File: config.mk
export PLATFORM = sky130hd
export DESIGN_NAME = selective_repeat_receiver_flat
export DESIGN_NICKNAME = d
export VERILOG_FILES = /design/src/rtl/srr_pkg.sv /design/src/rtl/srr_stream_if.sv /design/src/rtl/selective_repeat_receiver.sv /design/src/rtl/srr_ctrl.sv /design/src/rtl/srr_datapath.sv /design/src/flat_wrapper.sv
export VERILOG_INCLUDE_DIRS = /design/src /design/src/rtl
export SDC_FILE = /design/constraint.sdc
export NUM_CORES = 1
export LEC_CHECK = 0
export BUFFER_PORTS_ARGS = -buffer_cell sky130_fd_sc_hd__buf_2
export CAP_MARGIN = 20
export CORE_MARGIN = 2
export CORE_UTILIZATION = 60
export DETAILED_ROUTE_END_ITERATION = 8
export GPL_ROUTABILITY_DRIVEN = 0
export PLACE_DENSITY_LB_ADDON = 0.15
export SYNTH_ARGS = -nofsm -noshare
export SYNTH_HDL_FRONTEND = slang
export SYNTH_SLANG_ARGS = --single-unit
File: constraint.sdc
create_clock -name clk -period 25.2 [get_ports clk]
set_clock_uncertainty 0.2 [all_clocks]
set_input_delay 2.52 -clock clk [delete_from_list [all_inputs] [get_ports clk]]
set_output_delay 2.52 -clock clk [all_outputs]
set_load 0.02 [all_outputs]
File: src/rtl/selective_repeat_receiver_assert.svh
// ----------------------------------------------------------------------------
// Selective-repeat receiver assertion macros
// Concurrent assertion shorthands used by the receiver datapath.
// ----------------------------------------------------------------------------
`ifndef SELECTIVE_REPEAT_RECEIVER_ASSERT_SVH
`define SELECTIVE_REPEAT_RECEIVER_ASSERT_SVH
`ifndef SYNTHESIS
`define SRR_ASSERT_IMP(name, ck, rn, ante, cons, msg) \
    name: assert property (@(posedge ck) disable iff (!rn) (ante) |-> (cons)) \
        else $error(msg);
`define SRR_ASSERT_NEXT(name, ck, rn, ante, cons, msg) \
    name: assert property (@(posedge ck) disable iff (!rn) (ante) |=> (cons)) \
        else $error(msg);
`else
`define SRR_ASSERT_IMP(name, ck, rn, ante, cons, msg)
`define SRR_ASSERT_NEXT(name, ck, rn, ante, cons, msg)
`endif
`endif

File: src/rtl/srr_pkg.sv
// ----------------------------------------------------------------------------
// Selective-repeat receiver package
// Payload types, controller states and commands, default window and message sizes.
// ----------------------------------------------------------------------------
`default_nettype none

package srr_pkg;

    localparam int SEQ_W  = 32;
    localparam int LEN_W  = 11;
    localparam int REF_W  = 32;
    localparam int TIME_W = 32;

    localparam int WINDOW_DEPTH_DEF = 8;
    localparam int MAX_MESSAGE_DEF  = 1024;

    localparam logic [LEN_W-1:0] MAX_DELIVERY_LEN_RST = LEN_W'(1024);

    typedef logic [LEN_W-1:0] cfg_data_t;

    typedef struct packed {
        logic              opcode;
        logic [SEQ_W-1:0]  seq_num;
        logic              corrupted;
        logic [LEN_W-1:0]  msg_len;
        logic [REF_W-1:0]  payload_ref;
        logic [TIME_W-1:0] send_time;
    } pkt_t;

    typedef struct packed {
        logic              ack_valid;
        logic [SEQ_W-1:0]  ack_seq;
        logic [TIME_W-1:0] ack_time;
        logic              deliver_valid;
        logic [LEN_W-1:0]  deliver_len;
        logic [REF_W-1:0]  deliver_ref;
        logic              overflow;
    } res_t;

    typedef enum logic [1:0] {
        ST_IDLE,
        ST_UPDATE,
        ST_FETCH,
        ST_LOAD
    } srr_state_t;

    // Controller to datapath commands.
    typedef struct packed {
        logic capture;
        logic update;
        logic fetch;
        logic load;
    } srr_cmd_t;

    // Datapath to controller status.
    typedef struct packed {
        logic out_free;
    } srr_status_t;

endpackage

`default_nettype wire

File: src/rtl/srr_stream_if.sv
// ----------------------------------------------------------------------------
// Stream channel interface
// Valid/ready channel carrying one payload of a configurable type.
// ----------------------------------------------------------------------------
`default_nettype none

interface srr_stream_if #(
    parameter type payload_t = logic
);
    logic     valid;
    logic     ready;
    payload_t data;

    modport source (output valid, output data, input ready);
    modport sink   (input valid, input data, output ready);
endinterface

`default_nettype wire

File: src/rtl/selective_repeat_receiver.sv
// Sequence: a request is accepted, updates the window, fetches the head slot and
// loads its result into the output register once that register is free.
// Requests: a new request is taken only after the controller's capture,
// update, fetch and load steps for the last one; a waiting result stalls it.
// Reset: rst_n clears the window, empties all slots and sets the limit to 1024.
// ----------------------------------------------------------------------------
// Selective-repeat receiver
// Receive window with ACK generation and in-order delivery of stored packets.
// ----------------------------------------------------------------------------
`default_nettype none

module selective_repeat_receiver #(
    parameter int WINDOW_DEPTH = srr_pkg::WINDOW_DEPTH_DEF,
    parameter int MAX_MESSAGE  = srr_pkg::MAX_MESSAGE_DEF
) (
    input  wire logic    clk,
    input  wire logic    rst_n,
    srr_stream_if.sink   pkt_in,
    srr_stream_if.sink   cfg,
    srr_stream_if.source result
);
    import srr_pkg::*;

    srr_cmd_t    cmd;
    srr_status_t status;
    logic        in_ready;

    assign pkt_in.ready = in_ready;

    srr_ctrl u_ctrl (
        .clk      (clk),
        .rst_n    (rst_n),
        .in_valid (pkt_in.valid),
        .in_ready (in_ready),
        .status   (status),
        .cmd      (cmd)
    );

    srr_datapath #(
        .WINDOW_DEPTH (WINDOW_DEPTH),
        .MAX_MESSAGE  (MAX_MESSAGE)
    ) u_datapath (
        .clk      (clk),
        .rst_n    (rst_n),
        .cmd      (cmd),
        .status   (status),
        .pkt_item (pkt_in.data),
        .cfg      (cfg),
        .result   (result)
    );

endmodule

`default_nettype wire

File: src/rtl/srr_ctrl.sv
// ----------------------------------------------------------------------------
// Selective-repeat receiver controller
// Sequences each request through window update, head fetch and result load.
// ----------------------------------------------------------------------------
`default_nettype none

module srr_ctrl (
    input  wire logic                clk,
    input  wire logic                rst_n,
    input  wire logic                in_valid,
    output logic                     in_ready,
    input  wire srr_pkg::srr_status_t status,
    output srr_pkg::srr_cmd_t        cmd
);
    import srr_pkg::*;

    srr_state_t state_reg;
    srr_state_t state_next;

    always_ff @(posedge clk or negedge rst_n)
    begin
        if (!rst_n)
        begin
            state_reg <= ST_IDLE;
        end
        else
        begin
            state_reg <= state_next;
        end
    end

    always_comb
    begin
        state_next = state_reg;
        in_ready   = 1'b0;
        cmd        = '0;
        unique case (state_reg)
            ST_IDLE:
            begin
                in_ready = 1'b1;
                if (in_valid)
                begin
                    cmd.capture = 1'b1;
                    state_next  = ST_UPDATE;
                end
            end
            ST_UPDATE:
            begin
                cmd.update = 1'b1;
                state_next = ST_FETCH;
            end
            ST_FETCH:
            begin
                cmd.fetch  = 1'b1;
                state_next = ST_LOAD;
            end
            ST_LOAD:
            begin
                // Wait here until the output register can take the result.
                if (status.out_free)
                begin
                    cmd.load   = 1'b1;
                    state_next = ST_IDLE;
                end
            end
            default:
            begin
                state_next = ST_IDLE;
            end
        endcase
    end

endmodule

`default_nettype wire

File: src/rtl/srr_datapath.sv
// ----------------------------------------------------------------------------
// Selective-repeat receiver datapath
// Window state, slot memories, ACK decision and the result register.
// ----------------------------------------------------------------------------
`default_nettype none

`include "selective_repeat_receiver_assert.svh"

module srr_datapath #(
    parameter int WINDOW_DEPTH = srr_pkg::WINDOW_DEPTH_DEF,
    parameter int MAX_MESSAGE  = srr_pkg::MAX_MESSAGE_DEF
) (
    input  wire logic                clk,
    input  wire logic                rst_n,
    input  wire srr_pkg::srr_cmd_t   cmd,
    output srr_pkg::srr_status_t     status,
    input  wire srr_pkg::pkt_t       pkt_item,
    srr_stream_if.sink               cfg,
    srr_stream_if.source             result
);
    import srr_pkg::*;

    localparam int IDX_W  = (WINDOW_DEPTH > 1) ? $clog2(WINDOW_DEPTH) : 1;
    localparam int IDXP_W = IDX_W + 1;

    localparam logic [IDXP_W-1:0] DEPTH_P   = IDXP_W'(WINDOW_DEPTH);
    localparam logic [IDX_W-1:0]  LAST_IDX  = IDX_W'(WINDOW_DEPTH - 1);
    localparam logic [SEQ_W-1:0]  DEPTH_SEQ = SEQ_W'(WINDOW_DEPTH);
    localparam logic [15:0]       MAX_MSG   = 16'(MAX_MESSAGE);

    pkt_t                    item_reg;
    logic [SEQ_W-1:0]        expected_seq_reg;
    logic [SEQ_W-1:0]        expected_seq_next;
    logic [IDX_W-1:0]        head_idx_reg;
    logic [IDX_W-1:0]        head_idx_next;
    logic [WINDOW_DEPTH-1:0] slot_full_reg;
    logic [WINDOW_DEPTH-1:0] slot_full_next;
    logic [LEN_W-1:0]        max_len_reg;
    logic [LEN_W-1:0]        max_len_next;
    logic                    res_valid_reg;
    logic                    res_valid_next;
    res_t                    res_reg;

    logic                    ack_valid_reg;
    logic [SEQ_W-1:0]        ack_seq_reg;
    logic [TIME_W-1:0]       ack_time_reg;
    logic                    dlv_reg;
    logic [LEN_W-1:0]        rd_len_reg;
    logic [REF_W-1:0]        rd_ref_reg;

    logic [LEN_W-1:0]        len_mem [WINDOW_DEPTH];
    logic [REF_W-1:0]        ref_mem [WINDOW_DEPTH];

    logic [SEQ_W-1:0]        seq_diff;
    logic                    is_pkt;
    logic                    is_below;
    logic                    in_win;
    logic [IDXP_W-1:0]       slot_sum;
    logic [IDXP_W-1:0]       slot_wrap;
    logic [IDX_W-1:0]        slot_idx;
    logic                    do_store;
    logic                    do_ack;
    logic [LEN_W-1:0]        len_sat;
    logic                    commit_dlv;

    // The packet slot is found from the head index and the distance to the
    // expected number, which is below the window depth inside the window.
    always_comb
    begin
        seq_diff  = item_reg.seq_num - expected_seq_reg;
        is_pkt    = item_reg.opcode && !item_reg.corrupted;
        is_below  = item_reg.seq_num < expected_seq_reg;
        in_win    = !is_below && (seq_diff < DEPTH_SEQ);
        slot_sum  = {1'b0, head_idx_reg} + {1'b0, seq_diff[IDX_W-1:0]};
        slot_wrap = slot_sum - DEPTH_P;
        slot_idx  = (slot_sum >= DEPTH_P) ? slot_wrap[IDX_W-1:0] : slot_sum[IDX_W-1:0];
        do_store  = is_pkt && in_win && !slot_full_reg[slot_idx];
        do_ack    = is_pkt && (is_below || do_store);
        len_sat   = (16'(item_reg.msg_len) > MAX_MSG) ? MAX_MSG[LEN_W-1:0]
                                                      : item_reg.msg_len;
    end

    assign commit_dlv      = cmd.load && dlv_reg;
    assign status.out_free = !res_valid_reg || result.ready;
    assign cfg.ready       = 1'b1;
    assign result.valid    = res_valid_reg;
    assign result.data     = res_reg;

    always_comb
    begin
        slot_full_next    = slot_full_reg;
        expected_seq_next = expected_seq_reg;
        head_idx_next     = head_idx_reg;
        max_len_next      = max_len_reg;
        res_valid_next    = res_valid_reg;

        if (cmd.update && do_store)
        begin
            slot_full_next[slot_idx] = 1'b1;
        end
        if (commit_dlv)
        begin
            slot_full_next[head_idx_reg] = 1'b0;
            expected_seq_next            = expected_seq_reg + SEQ_W'(1);
            // The head index wraps after the last slot and restarts with the sequence space.
            if ((expected_seq_reg == '1) || (head_idx_reg == LAST_IDX))
            begin
                head_idx_next = '0;
            end
            else
            begin
                head_idx_next = head_idx_reg + IDX_W'(1);
            end
        end
        if (cfg.valid)
        begin
            max_len_next = cfg.data;
        end
        if (cmd.load)
        begin
            res_valid_next = 1'b1;
        end
        else if (result.ready)
        begin
            res_valid_next = 1'b0;
        end
    end

    always_ff @(posedge clk or negedge rst_n)
    begin
        if (!rst_n)
        begin
            slot_full_reg    <= '0;
            expected_seq_reg <= '0;
            head_idx_reg     <= '0;
            max_len_reg      <= MAX_DELIVERY_LEN_RST;
            res_valid_reg    <= 1'b0;
        end
        else
        begin
            slot_full_reg    <= slot_full_next;
            expected_seq_reg <= expected_seq_next;
            head_idx_reg     <= head_idx_next;
            max_len_reg      <= max_len_next;
            res_valid_reg    <= res_valid_next;
        end
    end

    // Payload registers.
    always_ff @(posedge clk)
    begin
        if (cmd.capture)
        begin
            item_reg <= pkt_item;
        end
        if (cmd.update)
        begin
            ack_valid_reg <= do_ack;
            ack_seq_reg   <= do_ack ? item_reg.seq_num : '0;
            ack_time_reg  <= do_ack ? item_reg.send_time : '0;
        end
        if (cmd.fetch)
        begin
            dlv_reg <= slot_full_reg[head_idx_reg];
        end
        if (cmd.load)
        begin
            res_reg.ack_valid     <= ack_valid_reg;
            res_reg.ack_seq       <= ack_seq_reg;
            res_reg.ack_time      <= ack_time_reg;
            res_reg.deliver_valid <= dlv_reg;
            res_reg.deliver_len   <= dlv_reg ? rd_len_reg : '0;
            res_reg.deliver_ref   <= dlv_reg ? rd_ref_reg : '0;
            res_reg.overflow      <= dlv_reg && (rd_len_reg > max_len_reg);
        end
    end

    // Slot memories: written on store, head entry read with registered data.
    always_ff @(posedge clk)
    begin
        if (cmd.update && do_store)
        begin
            len_mem[slot_idx] <= len_sat;
            ref_mem[slot_idx] <= item_reg.payload_ref;
        end
        if (cmd.fetch)
        begin
            rd_len_reg <= len_mem[head_idx_reg];
            rd_ref_reg <= ref_mem[head_idx_reg];
        end
    end

    `SRR_ASSERT_IMP(a_head_in_range, clk, rst_n, 1'b1, head_idx_reg <= LAST_IDX,
                    "head index past window")
    `SRR_ASSERT_NEXT(a_advance_on_deliver, clk, rst_n, commit_dlv,
                     expected_seq_reg == $past(expected_seq_reg) + SEQ_W'(1),
                     "expected number did not advance")
    `SRR_ASSERT_NEXT(a_head_freed, clk, rst_n, commit_dlv,
                     !slot_full_reg[$past(head_idx_reg)], "delivered slot still full")
    `SRR_ASSERT_NEXT(a_hold_without_deliver, clk, rst_n, cmd.load && !dlv_reg,
                     $stable(expected_seq_reg), "expected number moved without delivery")

endmodule

`default_nettype wire

File: src/flat_wrapper.sv
// flat-port wrapper written by rule: the top's interface ports become plain ports
module selective_repeat_receiver_flat import srr_pkg::*;
#(
    parameter int WINDOW_DEPTH = srr_pkg::WINDOW_DEPTH_DEF,
    parameter int MAX_MESSAGE  = srr_pkg::MAX_MESSAGE_DEF
)
  (clk, rst_n, pkt_in_valid, pkt_in_data, pkt_in_ready, cfg_valid, cfg_data, cfg_ready, result_valid, result_data, result_ready);
  srr_stream_if #(.payload_t(pkt_t)) pkt_in_i ();
  srr_stream_if #(.payload_t(cfg_data_t)) cfg_i ();
  srr_stream_if #(.payload_t(res_t)) result_i ();
  input  wire logic clk;
  input  wire logic rst_n;
  input wire logic [$bits(pkt_in_i.valid)-1:0] pkt_in_valid;
  input wire logic [$bits(pkt_in_i.data)-1:0] pkt_in_data;
  output wire logic [$bits(pkt_in_i.ready)-1:0] pkt_in_ready;
  input wire logic [$bits(cfg_i.valid)-1:0] cfg_valid;
  input wire logic [$bits(cfg_i.data)-1:0] cfg_data;
  output wire logic [$bits(cfg_i.ready)-1:0] cfg_ready;
  output wire logic [$bits(result_i.valid)-1:0] result_valid;
  output wire logic [$bits(result_i.data)-1:0] result_data;
  input wire logic [$bits(result_i.ready)-1:0] result_ready;
  assign pkt_in_i.valid = pkt_in_valid;
  assign pkt_in_i.data = pkt_in_data;
  assign pkt_in_ready = pkt_in_i.ready;
  assign cfg_i.valid = cfg_valid;
  assign cfg_i.data = cfg_data;
  assign cfg_ready = cfg_i.ready;
  assign result_valid = result_i.valid;
  assign result_data = result_i.data;
  assign result_i.ready = result_ready;
  selective_repeat_receiver #(.WINDOW_DEPTH(WINDOW_DEPTH), .MAX_MESSAGE(MAX_MESSAGE)) u_core (.clk(clk), .rst_n(rst_n), .pkt_in(pkt_in_i), .cfg(cfg_i), .result(result_i));
endmodule
==> results of run 1 <==
-- how the worst max path moves through the flow --
stage                                     startpoint                                endpoint  cells past startpoint
2_1_floorplan  u_core.u_datapath.expected_seq_reg[0]         u_core.u_datapath.len_mem[0][0]                     11
3_3_place_gp                            result_ready  u_core.u_datapath.expected_seq_reg[28]                      9
3_5_place_dp                            result_ready  u_core.u_datapath.expected_seq_reg[24]                      9
4_1_cts            u_core.u_datapath.head_idx_reg[1]         u_core.u_datapath.len_mem[4][3]                     11
5_1_grt        u_core.u_datapath.expected_seq_reg[0]         u_core.u_datapath.len_mem[4][2]                     12
6_report       u_core.u_datapath.expected_seq_reg[0]         u_core.u_datapath.len_mem[4][2]                     12
-- metrics by stage --
| step | utilization | total power, mW |
|---|---|---|
| global route | 0.694 | 3.81 |
| CTS | 0.694 | 3.67 |
| global placement | 0.645 | 2.56 |
| floorplan | - | 2.30 |
| detailed placement | 0.645 | 2.58 |
| finish | 0.694 | 3.64 |
-- routing by layer --
layer	part of all wire	vias up	track usage
met5	0	-	0
met4	0.025	0	0.0825
met3	0.059	103	0.0483
met2	0.51	579	0.412
met1	0.41	8234	0.324
li1	-	7398	-
-- kinds of logic after synthesis --
family / Yosys count / synth area share
flops: 729 / 0.731
other cells: 1 / 0.000127
mux: 93 / 0.0693
simple gates: 514 / 0.0881
fa+ha+maj: 53 / 0.0230
xor+xnor: 43 / 0.0127
buf+inv: 144 / 0.0205
compound gates: 225 / 0.0549
-- cells in the final DEF, fill, tap and decap left out, types with 10 or more instances in the layout --
master,instances
ha_1,49
nor2_1,44
dfrtp_1,53
nand3_1,26
inv_1,69
clkbuf_16,76
a211oi_1,10
nor3_1,20
a21oi_1,54
nand4_1,24
buf_4,18
xnor2_1,38
edfxtp_1,672
o21ai_0,38
and2_1,112
mux4_2,89
o21a_1,18
nor2b_1,15
nand2_1,203
nand2b_1,16
clkbuf_1,17
buf_2,236
clkinv_1,11
-- cell type report --
| type | count | area, sq um | share of cell area |
|---|---|---|---|
| clock buffer | 96 | 2010 | 0.0593 |
| antenna | 2 | 5.00 | 0.000148 |
| timing repair buffer | 254 | 1320 | 0.0389 |
| clock inverter | 36 | 407 | 0.0120 |
| multi-input combinational | 929 | 7400 | 0.219 |
| inverter | 71 | 269 | 0.00795 |
| tap | 664 | 831 | 0.0245 |
| sequential | 729 | 21600 | 0.639 |
-- power groups by stage --
stage                     combinational [mW]  clock, mW  sequential [mW]
final                                  0.878       1.09             1.68
after global placement                 0.865          0             1.69
after floorplan                        0.576          0             1.73
after detailed placement               0.878          0             1.70
after CTS                              0.885       1.11             1.68
after global routing                   0.958       1.15             1.69
==> out/qor.json, run 1 <==
{
  "result_of_the_run": {"value": "completed"},
  "worst_skew_pair.late_latency": {"value": 0.62, "unit": "ns"},
  "reg2regPathDepth": {"value": 12},
  "synth_enable_flop_cells": {"value": 672},
  "worst_path_largest_cell_delay": {"value": 0.66, "unit": "ns"},
  "layout-drive-gt1-share": {"value": 0.232},
  "comb_power_share": {"value": 0.241},
  "synthesis.area_per_instance": {"value": 16.4, "unit": "sq um"},
  "post-route-cell-area": {"value": 0.0339, "unit": "sq mm"},
  "cellLeakagePower": {"value": 12.0, "unit": "nW"},
  "floorplan.io_pins": {"value": 238},
  "max_cap_viol_count": {"value": 0},
  "most_common_cell_in_the_synthesized_netlist": {"value": "edfxtp_1"},
  "max_slew_margin": {"value": 0.282},
  "worst_slew_pin_slew": {"value": 1.08, "unit": "ns"},
  "yosys_register_bits": {"value": 729},
  "worstPathMaxFanout": {"value": 43},
  "routed-via-count": {"value": 16300},
  "synth-seq-area-share": {"value": 0.731},
  "synthToLayoutAreaGrowth": {"value": 14.6, "unit": "%"},
  "dieHeight": {"value": 226, "unit": "microns"},
  "largest_register_ffs": {"value": 256},
  "cp_data_arrival_time": {"value": 5.54, "unit": "ns"},
  "postSynthCellCount": {"value": 1802},
  "max-clock-path-buffers": {"value": 3},
  "row_count": {"value": 81},
  "cts_setup_buffers": {"value": 0},
  "min_from": {"value": "u_core.u_datapath.ack_seq_reg[31]"},
  "floorplan.initialDensity": {"value": 0.606},
  "synth.largest_area_cell": {"value": "edfxtp_1"},
  "period_share": {"value": 0.219},
  "post_synth_instance_area": {"value": 0.0295, "unit": "sq mm"},
  "ordered_list_of_cells_on_the_worst_path": {"value": "ha_1 -> fa_1 -> fa_1 -> xnor2_1 -> xnor2_1 -> mux4_2 -> a2111oi_0 -> nand3_1 -> nor4_1 -> nand4_1 -> nor4_2 -> buf_4"},
  "vias_in_the_first_global_route": {"value": 16600},
  "cts.sink_count": {"value": 729},
  "switching_share": {"value": 0.301},
  "setup.worst_path.start_class": {"value": "flip-flop"},
  "final-instance-count-excl-fill": {"value": 2781},
  "hold_violation_count_in_the_final_report": {"value": 0},
  "holdPathStages": {"value": 0},
  "clock_transition_at_the_registers_of_the_reported_paths": {"value": 0.06, "unit": "ns"},
  "ant_nets": {"value": 0},
  "drt_pass1_iterations": {"value": 5},
  "required": {"value": 25.23, "unit": "ns"},
  "detailed_placer_s_ending_hpwl": {"value": 37300, "unit": "microns"},
  "syn-num-nets": {"value": 1980},
  "synth.cells.most_frequent": {"value": "edfxtp_1 (672), nand2_1 (203), and2_1 (114)"},
  "setup_slack": {"value": 19.69, "unit": "ns"},
  "placed_cell_area": {"value": 0.0314, "unit": "sq mm"},
  "drt_drc_violations_left": {"value": 0},
  "maximum_number_of_pins_on_one_net_before_global_route_repair": {"value": 68},
  "asyncSetResetFlopFracSynth": {"value": 0.0782},
  "grt_setup_unrepaired": {"value": "no"},
  "initialDrtViolationCount": {"value": 1416},
  "reg2reg_from": {"value": "u_core.u_datapath.expected_seq_reg[0]"},
  "post-synth-top-area-fraction": {"value": 0.683},
  "initial_antenna_violation_count": {"value": 2},
  "power_density": {"value": 108, "unit": "mW/mm^2"},
  "maxSlewViolCount": {"value": 0},
  "synth-main-ff-cell": {"value": "edfxtp_1"},
  "power.share.clock": {"value": 0.299},
  "post_cts.resized_instances": {"value": 0},
  "critical_path.n_buffers_inverters": {"value": 1},
  "routed_wirelength": {"value": 61100, "unit": "microns"},
  "timing.hold.worst_endpoint": {"value": "u_core.u_datapath.result.data[108]"},
  "worstHoldPathType": {"value": "reg -> reg"},
  "cts_root_buffer_type": {"value": "clkbuf_16"},
  "place_inst": {"value": 2647},
  "finalSetupViolations": {"value": 0},
  "port-buffer-count": {"value": 236},
  "crit_path_top_delay_cell": {"value": "buf_4"},
  "reg2reg_slack": {"value": 19.69, "unit": "ns"},
  "synth.area.top_cells": {"value": "edfxtp_1 (68%), mux4_2 (6.8%), dfrtp_1 (4.7%), nand2_1 (2.6%), and2_1 (2.4%)"},
  "detail_route.vias_per_cell": {"value": 5.87},
  "track_usage": {"value": 0.245},
  "internal_power": {"value": 2.54, "unit": "mW"},
  "post_drt_wl_per_cell": {"value": 22.0, "unit": "microns"},
  "vdd.ir_drop.worst": {"value": 68.0, "unit": "uV"},
  "synthDistinctLibCells": {"value": 83},
  "global_route.overflow_total": {"value": 0},
  "number_of_cts_inserted_buffers": {"value": 74},
  "dp_slack": {"value": 19.18, "unit": "ns"},
  "yosys_warnings": {"value": 0},
  "setup-tns-final": {"value": 0, "unit": "ns"},
  "worst_r2r_endpoint": {"value": "u_core.u_datapath.len_mem[4][2]"},
  "htreeDepth": {"value": 3},
  "die_footprint": {"value": 0.0510, "unit": "sq mm"},
  "holdWs": {"value": 0.213, "unit": "ns"},
  "finalWorstPathRequiredPeriod": {"value": 5.51, "unit": "ns"},
  "cp_capture_type": {"value": "flip-flop"},
  "final.fill_count": {"value": 3202},
  "final_nets": {"value": 2237},
  "cts_hold_buffers": {"value": 0},
  "cts_tree": {"value": "built"},
  "global_route_wire_length_before_repair": {"value": 93900, "unit": "microns"},
  "part_of_the_total_power_dissipated_in_sequential_elements": {"value": 0.460},
  "die-width": {"value": 226, "unit": "microns"},
  "peak_clock_frequency_supported_by_timing": {"value": 0.181, "unit": "GHz"},
  "cpLargestDelayFamily": {"value": "simple AND/OR/NAND/NOR gates"},
  "timing_worst_setup_path_type": {"value": "reg -> reg"},
  "coreArea": {"value": 0.0487, "unit": "sq mm"},
  "p_switching": {"value": 1.10, "unit": "mW"}
}
Power figures use the tool's default switching activity.
==> run 2, diff against run 1 <==
--- a/config.mk
+++ b/config.mk
@@ -9,7 +9,7 @@
 export BUFFER_PORTS_ARGS = -buffer_cell sky130_fd_sc_hd__buf_2
 export CAP_MARGIN = 20
 export CORE_MARGIN = 2
-export CORE_UTILIZATION = 60
+export CORE_UTILIZATION = 54
 export DETAILED_ROUTE_END_ITERATION = 8
 export GPL_ROUTABILITY_DRIVEN = 0
 export PLACE_DENSITY_LB_ADDON = 0.15
==> constraint.sdc (replaced) <==
create_clock -name clk -period 5 [get_ports clk]
set_clock_uncertainty 0.2 [all_clocks]
set_input_delay 0.5 -clock clk [delete_from_list [all_inputs] [get_ports clk]]
set_output_delay 0.5 -clock clk [all_outputs]
set_load 0.02 [all_outputs]
==> run 2 against run 1 <==
Sequential share of layout area is 2.7 points lower; hold slack worse by 0.16 ns; register-to-register slack worse by 19 ns; worst setup slack worse by 19 ns; utilization is 3.9 points lower; via count is 2.8% higher; combinational power grew to 5.4 times the previous value; clock power grew to 5.0 times the previous value; critical path depth is 2 higher; routed wire length is 1.9% higher; die area is 11% higher; largest cell class unchanged; largest power group unchanged.
==> out/qor.json, run 2 (synthesized netlist as in run 1, its figures left out) <==
{
  "result_of_the_run": {"value": "completed", "change": "unchanged"},
  "final_common_cell": {"value": "edfxtp_1", "change": "unchanged"},
  "final.fill_count": {"value": 3649, "change": "was 3,202"},
  "layout-drive-gt1-share": {"value": 0.227, "change": "was 0.232"},
  "drt_pass1_iterations": {"value": 5, "change": "unchanged"},
  "max_slew_margin": {"value": 0.333, "change": "was 0.282"},
  "critical_path.n_buffers_inverters": {"value": 2, "change": "was 1"},
  "finalSetupViolations": {"value": 0, "change": "unchanged"},
  "globalRouteMet1Util": {"value": 0.294, "change": "was 0.324"},
  "initialDrtViolationCount": {"value": 1256, "change": "was 1,416"},
  "finalWorstPathRequiredPeriod": {"value": 4.70, "unit": "ns", "change": "was 5.51 ns"},
  "htreeDepth": {"value": 3, "change": "unchanged"},
  "global_route.overflow_total": {"value": 0, "change": "unchanged"},
  "required": {"value": 5.06, "unit": "ns", "change": "was 25.23 ns"},
  "row_count": {"value": 85, "change": "was 81"},
  "use_met2": {"value": 0.391, "change": "was 0.412"},
  "track_usage": {"value": 0.226, "change": "was 0.245"},
  "cpLargestDelayFamily": {"value": "simple AND/OR/NAND/NOR gates", "change": "unchanged"},
  "floorplan.io_pins": {"value": 238, "change": "unchanged"},
  "worst_path_largest_cell_delay": {"value": 0.46, "unit": "ns", "change": "was 0.66 ns"},
  "layout.cells.most_common_list": {"value": "edfxtp_1 (672), buf_2 (236), nand2_1 (203)", "change": "unchanged"},
  "initial_antenna_violation_count": {"value": 0, "change": "was 2"},
  "global_route_wire_length_before_repair": {"value": 97500, "unit": "microns", "change": "was 93,900 microns"},
  "die_footprint": {"value": 0.0566, "unit": "sq mm", "change": "was 0.0510 sq mm"},
  "drt_drc_violations_left": {"value": 0, "change": "unchanged"},
  "port-buffer-count": {"value": 236, "change": "unchanged"},
  "top_usage_layer": {"value": "met2", "change": "unchanged"},
  "number_of_cts_inserted_buffers": {"value": 75, "change": "was 74"},
  "gr-usage-met3": {"value": 0.0352, "change": "was 0.0483"},
  "synthToLayoutAreaGrowth": {"value": 19.7, "unit": "%", "change": "was 14.6%"},
  "coreArea": {"value": 0.0539, "unit": "sq mm", "change": "was 0.0487 sq mm"},
  "fin_util": {"value": 0.656, "change": "was 0.694"},
  "cp_data_arrival_time": {"value": 4.75, "unit": "ns", "change": "was 5.54 ns"},
  "max-clock-path-buffers": {"value": 3, "change": "unchanged"},
  "routed_wirelength": {"value": 62200, "unit": "microns", "change": "was 61,100 microns"},
  "max_cap_viol_count": {"value": 0, "change": "unchanged"},
  "cts_root_buffer_type": {"value": "clkbuf_16", "change": "unchanged"},
  "grt_setup_unrepaired": {"value": "no", "change": "unchanged"},
  "dieHeight": {"value": 238, "unit": "microns", "change": "was 226 microns"},
  "worst_slew_pin_slew": {"value": 1.00, "unit": "ns", "change": "was 1.08 ns"},
  "clock_transition_at_the_registers_of_the_reported_paths": {"value": 0.06, "unit": "ns", "change": "about the same"},
  "vias_in_the_first_global_route": {"value": 17300, "change": "was 16,600"},
  "detailed_placer_s_ending_hpwl": {"value": 39500, "unit": "microns", "change": "was 37,300 microns"},
  "worst_skew_pair.late_latency": {"value": 0.61, "unit": "ns", "change": "was 0.62 ns"},
  "cp_capture_type": {"value": "flip-flop", "change": "unchanged"},
  "routed-via-count": {"value": 16800, "change": "was 16,300"},
  "worstPathMaxFanout": {"value": 26, "change": "was 43"},
  "detail_route.vias_per_cell": {"value": 5.69, "change": "was 5.87"},
  "crit_path_top_delay_cell": {"value": "fa_1", "change": "was buf_4"},
  "peak_clock_frequency_supported_by_timing": {"value": 0.213, "unit": "GHz", "change": "was 0.181 GHz"},
  "largest_register_ffs": {"value": 256, "change": "unchanged"},
  "setup-tns-final": {"value": 0, "unit": "ns", "change": "unchanged"},
  "maximum_number_of_pins_on_one_net_before_global_route_repair": {"value": 66, "change": "was 68"},
  "ordered_list_of_cells_on_the_worst_path": {"value": "ha_2 -> fa_1 -> fa_1 -> xnor2_1 -> xnor2_2 -> nor2_1 -> a21oi_1 -> o2111ai_1 -> nand4b_1 -> nor4_1 -> nand4_1 -> buf_4 -> nor4_4 -> buf_4", "change": "was ha_1 -> fa_1 -> fa_1 -> xnor2_1 -> xnor2_1 -> mux4_2 -> a2111oi_0 -> nand3_1 -> nor4_1 -> nand4_1 -> nor4_2 -> buf_4"},
  "setup.worst_path.start_class": {"value": "flip-flop", "change": "unchanged"},
  "hold_violation_count_in_the_final_report": {"value": 0, "change": "unchanged"},
  "ant_nets": {"value": 0, "change": "unchanged"},
  "cts.sink_count": {"value": 729, "change": "unchanged"},
  "post_drt_wl_per_cell": {"value": 21.1, "unit": "microns", "change": "was 22.0 microns"},
  "final_nets": {"value": 2372, "change": "was 2,237"},
  "period_share": {"value": 0.939, "change": "was 0.219"},
  "cts_tree": {"value": "built", "change": "unchanged"},
  "worstHoldPathType": {"value": "in -> reg", "change": "was reg -> reg"},
  "power_density": {"value": 527, "unit": "mW/mm^2", "change": "was 108 mW/mm^2"},
  "timing_worst_setup_path_type": {"value": "reg -> reg", "change": "unchanged"},
  "die-width": {"value": 238, "unit": "microns", "change": "was 226 microns"},
  "vdd.ir_drop.worst": {"value": 503, "unit": "uV", "change": "was 68.0 uV"},
  "floorplan.initialDensity": {"value": 0.548, "change": "was 0.606"},
  "maxSlewViolCount": {"value": 0, "change": "unchanged"},
  "cellLeakagePower": {"value": 12.7, "unit": "nW", "change": "was 12.0 nW"},
  "n_antenna_cell": {"value": 0, "change": "was 2"}
}
run 2: changes by cell type in the layout (fill, tap and decap cells not counted), sizes merged:
cell,before,now
clkinvlp,2,4
clkinv,21,23
dlygate4sd3,0,121
buf,254,267
bufinv,7,6
clkbuf,96,98
diode,2,0
run 2: layout make-up:
cell class                 count  area (sq um)  area share
timing repair buffer         388          2680      0.0757
sequential                   729         21600       0.612
clock inverter                39           404      0.0114
multi-input combinational    929          7490       0.212
inverter                      71           269     0.00761
tap                          696           871      0.0246
clock buffer                  98          2030      0.0573
run 2: power breakdown:
part | switching (mW) | total, mW | leakage, nW | internal, mW
sequential | 0.413 | 8.38 | 6.90 | 7.97
combinational | 3.02 | 4.75 | 4.61 | 1.73
clock | 2.28 | 5.48 | 1.18 | 3.20
run 2: routing by layer:
layer	vias up	share of wire
met1	8484	0.41
met4	0	0.029
met5	-	0
met3	125	0.046
met2	490	0.52
li1	7678	-
run 2: final timing paths:
path                                                            start                                      to  cells past startpoint  slack (ns)
min in group asynchronous                                       rst_n  u_core.u_datapath.expected_seq_reg[12]                      3        0.41
worst max register to register  u_core.u_datapath.expected_seq_reg[0]        u_core.u_datapath.ref_mem[6][23]                     14        0.30
worst min register to register     u_core.u_datapath.ack_time_reg[22]       u_core.u_datapath.result.data[67]                      0        0.21
max in group asynchronous                                       rst_n       u_core.u_datapath.head_idx_reg[2]                      3        3.60
worst max-delay path            u_core.u_datapath.expected_seq_reg[0]        u_core.u_datapath.ref_mem[6][23]                     14        0.30
worst min-delay path                                     result_ready          u_core.u_datapath.result.valid                      3        0.05
run 2: per-stage QoR:
stage	hold slack, ns	total power, mW	setup WS, ns	std cells	area, sq um
global placement	0.201	13.1	0.472	2692	31700
finish	0.0520	18.6	0.305	2950	35300
detailed placement	0.205	13.2	0.311	2692	31700
CTS	0.0174	18.8	0.292	2950	35300
floorplan	0.00441	11.8	-0.678	1802	29700
global route	0.0626	19.4	0.0782	2950	35300
run 2: worst reg2reg max path, delay by kind of cell, from the launching register on:
family	cells	cell delay, ns
buf+inv	2	0.67
simple gates	5	1.15
fa+ha+maj	3	1.06
flops	1	0.42
compound gates	2	0.30
xor+xnor	2	0.52
run 2: repair_timing:
item                                   4_1_cts  5_1_grt
endpoints found under the hold margin      176        0
hold buffers                               121        0
resized for setup                            0        0
buffers inserted                             0        0
==> run 3, diff against run 2 <==
--- a/config.mk
+++ b/config.mk
@@ -12,7 +12,9 @@
 export CORE_UTILIZATION = 54
 export DETAILED_ROUTE_END_ITERATION = 8
 export GPL_ROUTABILITY_DRIVEN = 0
-export PLACE_DENSITY_LB_ADDON = 0.15
+export MAX_ROUTING_LAYER = met4
+export PLACE_DENSITY = 0.76
+export REMOVE_ABC_BUFFERS = 1
 export SYNTH_ARGS = -nofsm -noshare
 export SYNTH_HDL_FRONTEND = slang
 export SYNTH_SLANG_ARGS = --single-unit
==> run 3 against run 2 <==
The run now ends with DRC left; routed wire length rose by 7.7%; worst setup slack worse by 0.071 ns; register-to-register slack lost 0.07 ns; combinational power up 3%; hold slack improved by 0.043 ns; die area unchanged; first-iteration DRC count grew 40%; global-route usage rose by 1.5 points; sequential power about the same; sequential cell count unchanged; largest power group unchanged; highest routed layer unchanged.
==> out/qor.json, run 3 (synthesized netlist as in run 1, its figures left out) <==
{
  "result_of_the_run": {"value": "complete, but fails checks", "change": "was completed"},
  "violations": {"value": "DRC"},
  "detailed_placer_s_ending_hpwl": {"value": 41000, "unit": "microns", "change": "was 39,500 microns"},
  "finalSetupViolations": {"value": 0, "change": "unchanged"},
  "worst_slew_pin_slew": {"value": 1.07, "unit": "ns", "change": "was 1.00 ns"},
  "global_route.overflow_total": {"value": 0, "change": "unchanged"},
  "final.fill_count": {"value": 3556, "change": "was 3,649"},
  "cts_setup_buffers": {"value": 0, "change": "unchanged"},
  "crit_path_top_delay_cell": {"value": "fa_2", "change": "was fa_1"},
  "maximum_number_of_pins_on_one_net_before_global_route_repair": {"value": 74, "change": "was 66"},
  "setup_slack": {"value": 0.234, "unit": "ns", "change": "was 0.305 ns"},
  "detail_route.vias_per_cell": {"value": 5.89, "change": "was 5.69"},
  "worstHoldPathType": {"value": "in -> reg", "change": "unchanged"},
  "power_density": {"value": 529, "unit": "mW/mm^2", "change": "was 527 mW/mm^2"},
  "area.sequential": {"value": 0.0216, "unit": "sq mm", "change": "unchanged"},
  "finalWorstPathRequiredPeriod": {"value": 4.77, "unit": "ns", "change": "was 4.70 ns"},
  "layout.cells.most_common_list": {"value": "edfxtp_1 (672), buf_2 (236), nand2_1 (203)", "change": "unchanged"},
  "post_drt_wl_per_cell": {"value": 22.8, "unit": "microns", "change": "was 21.1 microns"},
  "cellLeakagePower": {"value": 12.7, "unit": "nW", "change": "about the same"},
  "floorplan.initialDensity": {"value": 0.548, "change": "unchanged"},
  "global_route_wire_length_before_repair": {"value": 100000, "unit": "microns", "change": "was 97,500 microns"},
  "grt_setup_unrepaired": {"value": "no", "change": "unchanged"},
  "layout-drive-gt1-share": {"value": 0.226, "change": "was 0.227"},
  "routed_wirelength": {"value": 67100, "unit": "microns", "change": "was 62,200 microns"},
  "routed-via-count": {"value": 17300, "change": "was 16,800"},
  "worst_path_largest_cell_delay": {"value": 0.67, "unit": "ns", "change": "was 0.46 ns"},
  "largest_register_ffs": {"value": 256, "change": "unchanged"},
  "drt_pass1_iterations": {"value": 9, "change": "was 5"},
  "dp_slack": {"value": 0.123, "unit": "ns", "change": "was 0.311 ns"},
  "setup.worst_path.start_class": {"value": "flip-flop", "change": "unchanged"},
  "max_cap_viol_count": {"value": 0, "change": "unchanged"},
  "htreeDepth": {"value": 3, "change": "unchanged"},
  "cts.sink_count": {"value": 729, "change": "unchanged"},
  "coreArea": {"value": 0.0539, "unit": "sq mm", "change": "unchanged"},
  "die-width": {"value": 238, "unit": "microns", "change": "unchanged"},
  "dieHeight": {"value": 238, "unit": "microns", "change": "unchanged"},
  "cts_root_buffer_type": {"value": "clkbuf_16", "change": "unchanged"},
  "die_footprint": {"value": 0.0566, "unit": "sq mm", "change": "unchanged"},
  "drt_drc_violations_left": {"value": 1, "change": "was 0"},
  "timing_worst_setup_path_type": {"value": "reg -> reg", "change": "unchanged"},
  "max-clock-path-buffers": {"value": 3, "change": "unchanged"},
  "max_slew_margin": {"value": 0.285, "change": "was 0.333"},
  "worst_skew_pair.late_latency": {"value": 0.63, "unit": "ns", "change": "was 0.61 ns"},
  "cp_data_arrival_time": {"value": 4.87, "unit": "ns", "change": "was 4.75 ns"},
  "ant_nets": {"value": 0, "change": "unchanged"},
  "ordered_list_of_cells_on_the_worst_path": {"value": "ha_1 -> fa_1 -> fa_2 -> o21ai_0 -> mux4_2 -> a2111oi_2 -> nand3_1 -> nor4_1 -> nand4_1 -> buf_4 -> nor4_4 -> bufbuf_16", "change": "was ha_2 -> fa_1 -> fa_1 -> xnor2_1 -> xnor2_2 -> nor2_1 -> a21oi_1 -> o2111ai_1 -> nand4b_1 -> nor4_1 -> nand4_1 -> buf_4 -> nor4_4 -> buf_4"},
  "peak_clock_frequency_supported_by_timing": {"value": 0.210, "unit": "GHz", "change": "was 0.213 GHz"},
  "initial_antenna_violation_count": {"value": 1, "change": "was 0"},
  "port-buffer-count": {"value": 236, "change": "unchanged"},
  "cts_tree": {"value": "built", "change": "unchanged"},
  "clock_transition_at_the_registers_of_the_reported_paths": {"value": 0.06, "unit": "ns", "change": "about the same"},
  "period_share": {"value": 0.953, "change": "was 0.939"},
  "cp_capture_type": {"value": "flip-flop", "change": "unchanged"},
  "initialDrtViolationCount": {"value": 1763, "change": "was 1,256"},
  "holdWs": {"value": 0.0955, "unit": "ns", "change": "was 0.0520 ns"},
  "floorplan.io_pins": {"value": 238, "change": "unchanged"},
  "final_common_cell": {"value": "edfxtp_1", "change": "unchanged"},
  "vdd.ir_drop.worst": {"value": 320, "unit": "uV", "change": "was 503 uV"},
  "hold_violation_count_in_the_final_report": {"value": 0, "change": "unchanged"},
  "row_count": {"value": 85, "change": "unchanged"},
  "required": {"value": 5.11, "unit": "ns", "change": "was 5.06 ns"},
  "vias_in_the_first_global_route": {"value": 17500, "change": "was 17,300"},
  "area_of_combinational_cells_with_multiple_inputs": {"value": 0.00746, "unit": "sq mm", "change": "was 0.00749 sq mm"},
  "worstPathMaxFanout": {"value": 22, "change": "was 26"},
  "number_of_cts_inserted_buffers": {"value": 73, "change": "was 75"},
  "track_usage": {"value": 0.241, "change": "was 0.226"},
  "final_nets": {"value": 2373, "change": "was 2,372"},
  "synthToLayoutAreaGrowth": {"value": 19.7, "unit": "%", "change": "about the same"},
  "maxSlewViolCount": {"value": 0, "change": "unchanged"}
}
[run 3: cell count changes in the layout (fill, tap and decap cells not counted), sizes merged]
| cell | change |
|---|---|
| buf | -1 |
| inv | -2 |
| diode | +1 |
| bufbuf | +2 |
| clkinvlp | -3 |
| clkbuf | -10 |
| bufinv | +2 |
| clkinv | +8 |
[run 3: area by class of cell]
type	count	share of cell area
clock buffer	86	0.0542
clock inverter	44	0.0132
tap	696	0.0246
antenna	1	0.0000707
sequential	729	0.611
multi-input combinational	929	0.211
timing repair buffer	391	0.0784
inverter	71	0.00761
[run 3: timing repair]
| action | CTS | global route |
|---|---|---|
| endpoints found under the setup margin | 0 | 344 |
| hold buffers | 121 | 0 |
| hold endpoints to repair | 176 | 0 |
| gates resized for setup | 0 | 18 |
[run 3: final timing paths]
check / start / slack [ns] / depth (start not counted) / to
worst max-delay path: u_core.u_datapath.expected_seq_reg[0] / 0.23 / 12 / u_core.u_datapath.len_mem[4][5]
min in group asynchronous: rst_n / 0.36 / 3 / u_core.u_datapath.expected_seq_reg[12]
worst min-delay path: cfg_valid / 0.1 / 3 / u_core.u_datapath.max_len_reg[10]
worst min register to register: u_core.u_datapath.ack_time_reg[17] / 0.21 / 0 / u_core.u_datapath.result.data[62]
max in group asynchronous: rst_n / 3.54 / 3 / u_core.u_datapath.head_idx_reg[0]
worst max register to register: u_core.u_datapath.expected_seq_reg[0] / 0.23 / 12 / u_core.u_datapath.len_mem[4][5]
[run 3: worst max-delay path, delay by kind of cell, from the launching register on]
kind	cells	cell delay [ns]
multiplexers	1	0.50
AND/OR/NAND/NOR	4	0.94
AO/OA/AOI/OAI	2	0.37
flip-flops	1	0.42
adder cells (fa/ha/maj)	3	1.37
buffers and inverters	2	0.64
[run 3: per-stage QoR]
| stage | utilization | std cells | cell area (sq um) | TNS (ns) | power [mW] |
|---|---|---|---|---|---|
| final | 0.656 | 2947 | 35400 | 0 | 18.7 |
| after global routing | 0.656 | 2947 | 35400 | 0 | 19.5 |
| after CTS | 0.653 | 2941 | 35200 | 0 | 18.7 |
| after detailed placement | 0.586 | 2690 | 31600 | 0 | 13.2 |
| after global placement | 0.586 | 2690 | 31600 | 0 | 13.1 |
| after floorplan | - | 1729 | 29200 | -2247.76 | 11.7 |
[run 3: layer usage]
| metal | global-route usage | part of all wire | vias to the layer above |
|---|---|---|---|
| li1 | - | - | 7679 |
| met1 | 0.325 | 0.42 | 8660 |
| met2 | 0.372 | 0.47 | 838 |
| met3 | 0.0503 | 0.084 | 171 |
| met4 | 0.0772 | 0.027 | 0 |
| met5 | - | 0 | - |
[run 3: power breakdown]
group / total, mW / internal, mW / switching, mW
combinational: 4.89 / 1.78 / 3.11
clock: 5.44 / 3.17 / 2.27
sequential: 8.38 / 7.97 / 0.411
total: 18.7 / 12.9 / 5.79
